### src/sv/sbd_pkg.sv
// Package for the six-bit block deframer: codes, constants and the structs
// passed between its stages. No dependencies.
`default_nettype none

package sbd_pkg;

    localparam logic [7:0]  MARK_BYTE = 8'h1F;
    localparam logic [7:0]  OPEN_BYTE = 8'h3C;
    localparam logic [7:0]  DATA_MIN  = 8'h40;
    localparam logic [23:0] COUNT_MAX = 24'hFF_FFFF;

    typedef enum logic [2:0] {
        PH_HUNT = 3'd0,
        PH_MARK = 3'd1,
        PH_HDR0 = 3'd2,
        PH_HDR1 = 3'd3,
        PH_HDR2 = 3'd4,
        PH_DATA = 3'd5
    } t_phase;

    typedef enum logic [1:0] {
        KIND_START = 2'd0,
        KIND_DATA  = 2'd1,
        KIND_END   = 2'd2
    } t_kind;

    // Byte held in the input register.
    typedef struct packed {
        logic       valid;
        logic [7:0] data;
    } t_byte_slot;

    typedef struct packed {
        t_kind       kind;
        logic [1:0]  bank;
        logic [15:0] load_address;
        logic [7:0]  data_byte;
        logic [23:0] byte_count;
    } t_result;

    // Load request from the decoder into the result register.
    typedef struct packed {
        logic    load;
        t_result res;
    } t_result_req;

endpackage

`default_nettype wire

### src/sv/sbd_byte_if.sv
// Byte input channel of the six-bit block deframer: valid, ready, raw byte.
// No dependencies.
`default_nettype none

interface sbd_byte_if;
    logic       valid;
    logic       ready;
    logic [7:0] in_byte;

    modport source (output valid, output in_byte, input ready);
    modport sink   (input valid, input in_byte, output ready);
endinterface

`default_nettype wire

### src/sv/sbd_result_if.sv
// Result channel of the six-bit block deframer: valid, ready, result fields.
// No dependencies.
`default_nettype none

interface sbd_result_if;
    logic        valid;
    logic        ready;
    logic [1:0]  kind;
    logic [1:0]  bank;
    logic [15:0] load_address;
    logic [7:0]  data_byte;
    logic [23:0] byte_count;

    modport source (output valid, output kind, output bank, output load_address,
                    output data_byte, output byte_count, input ready);
    modport sink   (input valid, input kind, input bank, input load_address,
                    input data_byte, input byte_count, output ready);
endinterface

`default_nettype wire

### src/sv/sbd_in_reg.sv
// Input register of the six-bit block deframer.
// Depends on sbd_pkg and sbd_byte_if.
`default_nettype none

module sbd_in_reg (
    input  wire logic          i_clk,
    input  wire logic          i_rst_n,
    sbd_byte_if.sink           i_in,
    input  wire logic          i_advance,
    output sbd_pkg::t_byte_slot o_slot
);

    logic       r_valid;
    logic       n_valid;
    logic [7:0] r_data;
    logic       accept;

    assign i_in.ready = !r_valid || i_advance;
    assign accept     = i_in.valid && i_in.ready;

    always_comb begin
        if (accept) begin
            n_valid = 1'b1;
        end else if (i_advance) begin
            n_valid = 1'b0;
        end else begin
            n_valid = r_valid;
        end
    end

    always_ff @(posedge i_clk) begin
        if (!i_rst_n) begin
            r_valid <= 1'b0;
        end else begin
            r_valid <= n_valid;
        end
        if (accept) begin
            r_data <= i_in.in_byte;
        end
    end

    assign o_slot.valid = r_valid;
    assign o_slot.data  = r_data;

endmodule

`default_nettype wire

### src/sv/sbd_decode.sv
// Deframing state and per-byte decode of the six-bit block deframer.
// Depends on sbd_pkg.
`default_nettype none

module sbd_decode (
    input  wire logic           i_clk,
    input  wire logic           i_rst_n,
    input  wire sbd_pkg::t_byte_slot i_slot,
    input  wire logic           i_out_free,
    output logic                o_advance,
    output sbd_pkg::t_result_req o_req
);

    sbd_pkg::t_phase r_phase, n_phase;
    logic [11:0] r_header_bits, n_header_bits;
    logic [5:0]  r_pending_bits, n_pending_bits;
    logic [2:0]  r_pending_count, n_pending_count;
    logic [1:0]  r_block_bank, n_block_bank;
    logic [15:0] r_block_address, n_block_address;
    logic [23:0] r_decoded_count, n_decoded_count;

    logic [7:0]  b;
    logic [5:0]  six;
    logic        is_data;
    logic [11:0] acc;
    logic [3:0]  cnt;
    logic [2:0]  sh;
    logic [5:0]  keep_mask;
    logic [17:0] hdr;
    logic        res_valid;
    sbd_pkg::t_result res;

    assign b       = i_slot.data;
    assign six     = b[5:0];
    assign is_data = (b >= sbd_pkg::DATA_MIN);
    assign acc     = {r_pending_bits, six};
    assign cnt     = {1'b0, r_pending_count} + 4'd6;
    assign sh      = 3'(cnt - 4'd8);
    assign keep_mask = 6'((7'd1 << sh) - 7'd1);
    assign hdr     = {r_header_bits, six};

    // Only a byte that yields a result needs the result register free.
    assign o_advance = i_slot.valid && (!res_valid || i_out_free);
    assign o_req.load = o_advance && res_valid;
    assign o_req.res  = res;

    // Next phase
    always_comb begin
        case (r_phase)
            sbd_pkg::PH_MARK: begin
                n_phase = (b == sbd_pkg::OPEN_BYTE) ? sbd_pkg::PH_HDR0 : sbd_pkg::PH_HUNT;
            end
            sbd_pkg::PH_HDR0: n_phase = sbd_pkg::PH_HDR1;
            sbd_pkg::PH_HDR1: n_phase = sbd_pkg::PH_HDR2;
            sbd_pkg::PH_HDR2: n_phase = sbd_pkg::PH_DATA;
            sbd_pkg::PH_DATA: begin
                n_phase = is_data ? sbd_pkg::PH_DATA : sbd_pkg::PH_HUNT;
            end
            default: begin
                n_phase = (b == sbd_pkg::MARK_BYTE) ? sbd_pkg::PH_MARK : sbd_pkg::PH_HUNT;
            end
        endcase
    end

    // Datapath and result
    always_comb begin
        n_header_bits   = r_header_bits;
        n_pending_bits  = r_pending_bits;
        n_pending_count = r_pending_count;
        n_block_bank    = r_block_bank;
        n_block_address = r_block_address;
        n_decoded_count = r_decoded_count;
        res_valid       = 1'b0;
        res.kind        = sbd_pkg::KIND_START;
        res.data_byte   = 8'd0;
        case (r_phase)
            sbd_pkg::PH_HDR0: n_header_bits = {6'd0, six};
            sbd_pkg::PH_HDR1: n_header_bits = {r_header_bits[5:0], six};
            sbd_pkg::PH_HDR2: begin
                n_block_bank    = hdr[17:16];
                n_block_address = hdr[15:0];
                n_pending_bits  = 6'd0;
                n_pending_count = 3'd0;
                n_decoded_count = 24'd0;
                res_valid       = 1'b1;
            end
            sbd_pkg::PH_DATA: begin
                if (is_data) begin
                    if (cnt >= 4'd8) begin
                        n_pending_bits  = acc[5:0] & keep_mask;
                        n_pending_count = sh;
                        if (r_decoded_count != sbd_pkg::COUNT_MAX) begin
                            n_decoded_count = r_decoded_count + 24'd1;
                        end
                        res_valid     = 1'b1;
                        res.kind      = sbd_pkg::KIND_DATA;
                        res.data_byte = 8'(acc >> sh);
                    end else begin
                        n_pending_bits  = six;
                        n_pending_count = cnt[2:0];
                    end
                end else begin
                    n_pending_bits  = 6'd0;
                    n_pending_count = 3'd0;
                    res_valid       = 1'b1;
                    res.kind        = sbd_pkg::KIND_END;
                    res.data_byte   = b;
                end
            end
            default: ;
        endcase
        res.bank          = n_block_bank;
        res.load_address  = n_block_address;
        res.byte_count    = n_decoded_count;
    end

    always_ff @(posedge i_clk) begin
        if (!i_rst_n) begin
            r_phase         <= sbd_pkg::PH_HUNT;
            r_header_bits   <= 12'd0;
            r_pending_bits  <= 6'd0;
            r_pending_count <= 3'd0;
            r_block_bank    <= 2'd0;
            r_block_address <= 16'd0;
            r_decoded_count <= 24'd0;
        end else if (o_advance) begin
            r_phase         <= n_phase;
            r_header_bits   <= n_header_bits;
            r_pending_bits  <= n_pending_bits;
            r_pending_count <= n_pending_count;
            r_block_bank    <= n_block_bank;
            r_block_address <= n_block_address;
            r_decoded_count <= n_decoded_count;
        end
    end

endmodule

`default_nettype wire

### src/sv/sbd_out_reg.sv
// Result register of the six-bit block deframer.
// Depends on sbd_pkg and sbd_result_if.
`default_nettype none

module sbd_out_reg (
    input  wire logic            i_clk,
    input  wire logic            i_rst_n,
    input  wire sbd_pkg::t_result_req i_req,
    output logic                 o_free,
    sbd_result_if.source         o_out
);

    logic             r_valid;
    logic             n_valid;
    sbd_pkg::t_result r_res;

    assign o_free = !r_valid || o_out.ready;

    always_comb begin
        if (i_req.load) begin
            n_valid = 1'b1;
        end else if (o_out.ready) begin
            n_valid = 1'b0;
        end else begin
            n_valid = r_valid;
        end
    end

    always_ff @(posedge i_clk) begin
        if (!i_rst_n) begin
            r_valid <= 1'b0;
        end else begin
            r_valid <= n_valid;
        end
        if (i_req.load) begin
            r_res <= i_req.res;
        end
    end

    assign o_out.valid         = r_valid;
    assign o_out.kind          = r_res.kind;
    assign o_out.bank          = r_res.bank;
    assign o_out.load_address  = r_res.load_address;
    assign o_out.data_byte     = r_res.data_byte;
    assign o_out.byte_count    = r_res.byte_count;

endmodule

`default_nettype wire

### src/sv/six_bit_block_deframer.sv
// Top level of the six-bit block deframer.
// Depends on sbd_pkg, sbd_byte_if, sbd_result_if, sbd_in_reg, sbd_decode, sbd_out_reg.
//
//  channel  direction  payload                                             notes
//  i_in     sink       in_byte[7:0]                                        raw stream
//  o_out    source     kind, bank, load_address, data_byte, byte_count     0 or 1 per byte
//
// One byte per cycle sustained while the output side takes results. A byte
// goes input register -> decode -> result register, and its result is
// registered in the result register once that register is free. Bytes that
// yield no result retire regardless of the output side; a byte that yields
// a result waits in the input register only while the result register is
// full and not being taken. Synchronous active-low reset returns to marker
// hunting with both registers empty.
`default_nettype none

module six_bit_block_deframer (
    input  wire logic    i_clk,
    input  wire logic    i_rst_n,
    sbd_byte_if.sink     i_in,
    sbd_result_if.source o_out
);

    sbd_pkg::t_byte_slot  in_slot;
    sbd_pkg::t_result_req out_req;
    logic                 advance;
    logic                 out_free;

    // Input register: takes a new byte whenever it is empty or the held one moves on.
    sbd_in_reg u_in_reg (
        .i_clk     (i_clk),
        .i_rst_n   (i_rst_n),
        .i_in      (i_in),
        .i_advance (advance),
        .o_slot    (in_slot)
    );

    // Marker hunt, header assembly and 6-to-8 bit repacking.
    sbd_decode u_decode (
        .i_clk      (i_clk),
        .i_rst_n    (i_rst_n),
        .i_slot     (in_slot),
        .i_out_free (out_free),
        .o_advance  (advance),
        .o_req      (out_req)
    );

    // Result register: parts the output handshake from the decoder.
    sbd_out_reg u_out_reg (
        .i_clk   (i_clk),
        .i_rst_n (i_rst_n),
        .i_req   (out_req),
        .o_free  (out_free),
        .o_out   (o_out)
    );

`ifndef SYNTH
    // A held byte that cannot retire must block the next transaction.
    a_in_block : assert property (@(posedge i_clk) disable iff (!i_rst_n)
        (in_slot.valid && !advance) |-> !i_in.ready)
        else $error("input taken while held byte is stuck");

    // Never overwrite a result that is still waiting.
    a_no_overwrite : assert property (@(posedge i_clk) disable iff (!i_rst_n)
        (o_out.valid && !o_out.ready) |-> !out_req.load)
        else $error("pending result overwritten");

    // A data result always counts at least itself.
    a_data_count : assert property (@(posedge i_clk) disable iff (!i_rst_n)
        (o_out.valid && o_out.kind == sbd_pkg::KIND_DATA) |-> (o_out.byte_count != 24'd0))
        else $error("data result with zero count");

    // A header result carries an empty count and data byte.
    a_start_clear : assert property (@(posedge i_clk) disable iff (!i_rst_n)
        (o_out.valid && o_out.kind == sbd_pkg::KIND_START)
            |-> (o_out.byte_count == 24'd0 && o_out.data_byte == 8'd0))
        else $error("header result with non-zero count or data");
`endif

endmodule

`default_nettype wire
### src/flat_wrapper.sv
// flat-port wrapper written by rule: the top's interface ports become plain ports
module six_bit_block_deframer_flat 
  (i_clk, i_rst_n, i_in_valid, i_in_in_byte, i_in_ready, o_out_valid, o_out_kind, o_out_bank, o_out_load_address, o_out_data_byte, o_out_byte_count, o_out_ready);
  sbd_byte_if i_in_i ();
  sbd_result_if o_out_i ();
  input  wire logic i_clk;
  input  wire logic i_rst_n;
  input wire logic [$bits(i_in_i.valid)-1:0] i_in_valid;
  input wire logic [$bits(i_in_i.in_byte)-1:0] i_in_in_byte;
  output wire logic [$bits(i_in_i.ready)-1:0] i_in_ready;
  output wire logic [$bits(o_out_i.valid)-1:0] o_out_valid;
  output wire logic [$bits(o_out_i.kind)-1:0] o_out_kind;
  output wire logic [$bits(o_out_i.bank)-1:0] o_out_bank;
  output wire logic [$bits(o_out_i.load_address)-1:0] o_out_load_address;
  output wire logic [$bits(o_out_i.data_byte)-1:0] o_out_data_byte;
  output wire logic [$bits(o_out_i.byte_count)-1:0] o_out_byte_count;
  input wire logic [$bits(o_out_i.ready)-1:0] o_out_ready;
  assign i_in_i.valid = i_in_valid;
  assign i_in_i.in_byte = i_in_in_byte;
  assign i_in_ready = i_in_i.ready;
  assign o_out_valid = o_out_i.valid;
  assign o_out_kind = o_out_i.kind;
  assign o_out_bank = o_out_i.bank;
  assign o_out_load_address = o_out_i.load_address;
  assign o_out_data_byte = o_out_i.data_byte;
  assign o_out_byte_count = o_out_i.byte_count;
  assign o_out_i.ready = o_out_ready;
  six_bit_block_deframer u_core (.i_clk(i_clk), .i_rst_n(i_rst_n), .i_in(i_in_i), .o_out(o_out_i));
endmodule
### config.mk
export PLATFORM = sky130hd
export DESIGN_NAME = six_bit_block_deframer_flat
export DESIGN_NICKNAME = d
export VERILOG_FILES = /design/src/sv/sbd_pkg.sv /design/src/sv/sbd_byte_if.sv /design/src/sv/sbd_result_if.sv /design/src/sv/sbd_in_reg.sv /design/src/sv/sbd_decode.sv /design/src/sv/sbd_out_reg.sv /design/src/sv/six_bit_block_deframer.sv /design/src/flat_wrapper.sv
export SDC_FILE = /design/constraint.sdc
export NUM_CORES = 1
export LEC_CHECK = 0
export ABC_AREA = 1
export BUFFER_PORTS_ARGS = -buffer_cell sky130_fd_sc_hd__buf_2
export CORE_ASPECT_RATIO = 1.2
export CORE_MARGIN = 1.5
export CORE_UTILIZATION = 53
export CTS_CLUSTER_DIAMETER = 30
export DETAILED_ROUTE_END_ITERATION = 7
export PLACE_DENSITY = 0.76
export SYNTH_ARGS = -nofsm -noshare
export SYNTH_HDL_FRONTEND = slang
export SYNTH_SLANG_ARGS = --single-unit
### constraint.sdc
create_clock -name i_clk -period 2.3 [get_ports i_clk]
set_input_delay 0.46 -clock i_clk [delete_from_list [all_inputs] [get_ports i_clk]]
set_output_delay 0.46 -clock i_clk [all_outputs]
set_load 0.005 [all_outputs]
==> metrics.csv <==
stage;metric;value;unit
min_path;hold_path_depth;1;
routing;drt_pass1_iterations;5;
yosys;syn_nets;733;
min_path;hp-class;input port to register;
worst_setup_path;crit_path_start_kind;register;
yosys;synth_edf_count;60;
worst_setup_path;path_buf_inv;2;
yosys;ys_ff_latch;127;
worst_setup_path;r2r_cells;10;
global_route;grt_max_degree;48;
job;drv_cap;0;
floorplanning;die-area;0.0120;mm^2
clock_tree;ctsHtreeMaxLevel;4;
floorplanning;io_pins;66;
timing;hold_violations;0;
routing;postRouteAntennaNets;0;
cells_and_area;fin_util;63.6;%
placed_design;gp_congestion;0.890;
yosys;synthArstFlopShare;0;%
cells_and_area;layout_common_cells;113 x nand2_1, 76 x inv_1, 74 x o21ai_0;
worst_setup_path;worstSetupEndpointType;primary output;
timing;rsz0062_at_grt;false;
clock_tree;clock_latency;0.42;ns
routing;drc;0;
yosys;synth_sequential_area_ratio;52.4;%
worst_setup_path;worstReg2RegStart;u_core.u_decode.r_pending_count[1];
timing;setup_viol;0;
yosys;yosysUniqueCellTypes;35;
clock_tree;ctsResizeCount;0;
worst_setup_path;cp_cell_sequence;inv_2 -> nor2_4 -> nand2_1 -> nand3_2 -> nand4_1 -> buf_2;
worst_setup_path;worstPathMaxFanout;7;
clock_tree;cts.sinks;127;
global_route;grt_pass1_vias;5070;
min_path;min_to;u_core.u_in_reg.r_data[7];
worst_setup_path;cp_slowest_cell;dfxtp_1;
worst_setup_path;reg2reg_to;u_core.u_out_reg.o_out.byte_count[14];
global_route;grt_pass1_wl;23.0;mm
worst_setup_path;cp_slowest_stage_delay;0.39;ns
routing;drtIter0Drc;358;
clock_tree;cts_max_path_buffers;2;
yosys;synth_area;0.00600;mm^2
power_and_ir_drop;ir_worst_vdd;0.000493;V
placed_design;port_buffers;65;
yosys;synth-main-ff-cell;dfxtp_1;
min_path;hp-start;i_in_in_byte[7];
power_and_ir_drop;power_density;753;mW/mm^2
clock_tree;cts-root-buf;clkbuf_16;
worst_setup_path;rrSetupSlack;0.20;ns
cells_and_area;stdcell_area;0.00702;mm^2
timing;setup_tns;0;ns
clock_tree;cts_inserted_buffers;17;
cells_and_area;syn2layout_area_growth;17.0;%
power_and_ir_drop;p_leak;2.80;nW
routing;viasPerCell;5.75;
timing;fin_worst_skew;0.00817;ns
routing;vias;5311;
timing;min_period;2.10;ns
clock_tree;path_clk_slew;0.06;ns
worst_setup_path;timing.critical_path.arrival;1.64;ns
floorplanning;core_area;0.0110;mm^2
timing;max_slew_margin;69.8;%
worst_setup_path;cp.required;1.84;ns
yosys;syn_inst;718;
clock_tree;post-cts-setup-buffer-count;0;
timing;whs;0.212;ns
floorplanning;dieWidth;100;um
cells_and_area;final_nets;793;
yosys;synth_area_per_cell;8.35;um^2
placed_design;dp.final_hpwl;8.97;mm
clock_tree;cts_tree;yes;
timing;tightestPinTransition;0.451;ns
floorplanning;die_y;120;um
floorplanning;fp-row-count;42;
worst_setup_path;worst-setup-path-type;register to primary output;
routing;wl_per_cell;14.9;um
routing;drt-total-wl;13.8;mm
clock_tree;cts_hold_buf;0;
timing;finalMaxSlewViolations;0;
placed_design;postPlaceCellArea;0.00642;mm^2
worst_setup_path;critPathTopFamily;simple AND/OR/NAND/NOR gates;
global_route;gr-total-overflow;0;
cells_and_area;drive_gt1_share;17.3;%
timing;fin_crit_sh;91.5;%
cells_and_area;diodes;0;
global_route;track_usage;24.5;%
yosys;ys_warn_count;0;
global_route;antenna_found_initial;0;
cells_and_area;final_common_cell;nand2_1;
run_status;status;finished clean;
timing;fmax;0.475;GHz
floorplanning;start_util;54.3;%
## Yosys cell counts (2+ instances only)
library cell | count | share of area, %
nor2_1 | 61 | 3.8
nand3_1 | 62 | 5.2
a211oi_1 | 2 | 0.25
o21ai_1 | 12 | 1.0
inv_1 | 76 | 4.8
a22oi_1 | 6 | 0.75
clkinv_1 | 2 | 0.13
nand2_4 | 2 | 0.38
a21oi_1 | 61 | 5.1
nand2_2 | 5 | 0.52
edfxtp_1 | 60 | 30
nor2_2 | 6 | 0.63
nor2_4 | 4 | 0.75
nand4_1 | 43 | 4.5
o21ai_0 | 74 | 6.2
buf_2 | 14 | 1.2
ha_1 | 3 | 0.63
buf_6 | 3 | 0.56
dfxtp_1 | 67 | 22
clkbuf_1 | 12 | 0.75
inv_2 | 6 | 0.38
nor3_1 | 5 | 0.42
buf_4 | 8 | 1.0
nand2_1 | 113 | 7.1
## worst reg2reg max path: stages (launching register included)
cell     delay, ns
dfxtp_1       0.34
inv_1         0.11
ha_1          0.28
inv_1         0.13
nand2_2       0.13
nor2_1        0.15
inv_1         0.05
nor2_1        0.28
nand3_1       0.16
nand3_1       0.10
o21ai_0       0.10
## stage by stage
stage          instances  power, mW  worst slack [ns]
5_1_grt              923       5.44            0.0132
2_1_floorplan        718       2.64             0.141
4_1_cts              923       5.30            0.0780
3_3_place_gp         891       2.71             0.228
3_5_place_dp         891       2.72             0.124
6_report             923       5.28             0.196
## cell families after synthesis
| kind of cell | after synthesis | share of synthesized area (%) |
|---|---|---|
| AOI/OAI and AO/OA | 159 | 13.9 |
| adders and majority gates | 3 | 0.626 |
| DFF | 127 | 52.4 |
| and+or+nand+nor | 307 | 24.2 |
| buffers and inverters | 122 | 8.81 |
## layer usage
metal | wire [um] | global-route usage (%) | share of wire, %
met5 | 0 | 0 | 0
met4 | 435 | 13.9 | 3.2
met3 | 806 | 5.77 | 5.8
met2 | 7000 | 41.3 | 51
met1 | 5540 | 28.3 | 40
## power by group
| part | leakage [nW] | internal, mW | total [mW] | switching (mW) |
|---|---|---|---|---|
| clock network | 0.289 | 1.64 | 2.60 | 0.959 |
| logic | 1.39 | 0.0734 | 0.247 | 0.173 |
| registers | 1.13 | 2.41 | 2.43 | 0.0281 |
| total | 2.80 | 4.12 | 5.28 | 1.16 |
## registers in the layout (all words and copies together), names as in the netlist
| signal | count |
|---|---|
| u_core.u_decode.r_pending_bits | 6 |
| u_core.u_in_reg.r_data | 8 |
| u_core.u_out_reg.o_out.valid | 1 |
| u_core.u_out_reg.o_out.kind | 2 |
| u_core.u_in_reg.r_valid | 1 |
| u_core.u_decode.r_block_bank | 2 |
| u_core.u_out_reg.o_out.byte_count | 24 |
| u_core.u_decode.r_phase | 3 |
| u_core.u_decode.r_header_bits | 12 |
| u_core.u_out_reg.o_out.data_byte | 8 |
| u_core.u_decode.r_decoded_count | 24 |
| u_core.u_out_reg.o_out.load_address | 16 |
| u_core.u_out_reg.o_out.bank | 2 |
| u_core.u_decode.r_block_address | 16 |
| u_core.u_decode.r_pending_count | 2 |
## layout make-up
class / instances / area, um^2
Clock buffer: 24 / 504
Sequential cell: 127 / 3140
Clock inverter: 8 / 75.1
Fill cell: 912 / 4020
Tap cell: 132 / 165
Multi-Input combinational cell: 469 / 2340
Timing Repair Buffer: 79 / 475
Inverter: 84 / 318
## worst max path at each step
stage | from | to | slack (ns) | cells after the start
after floorplan | u_core.u_decode.r_pending_count[1] | u_core.u_out_reg.o_out.bank[0] | 0.14 | 11
after global placement | u_core.u_decode.r_decoded_count[0] | u_core.u_out_reg.o_out.byte_count[18] | 0.23 | 10
after detailed placement | u_core.u_decode.r_pending_count[1] | u_core.u_decode.r_header_bits[2] | 0.12 | 10
after CTS | u_core.u_decode.r_pending_count[1] | u_core.u_decode.r_header_bits[2] | 0.08 | 10
after global routing | u_core.u_decode.r_pending_count[1] | u_core.u_decode.r_header_bits[0] | 0.01 | 10
final | u_core.u_decode.r_phase[2] | i_in_ready | 0.20 | 6
(Power assumes the default switching activity.)
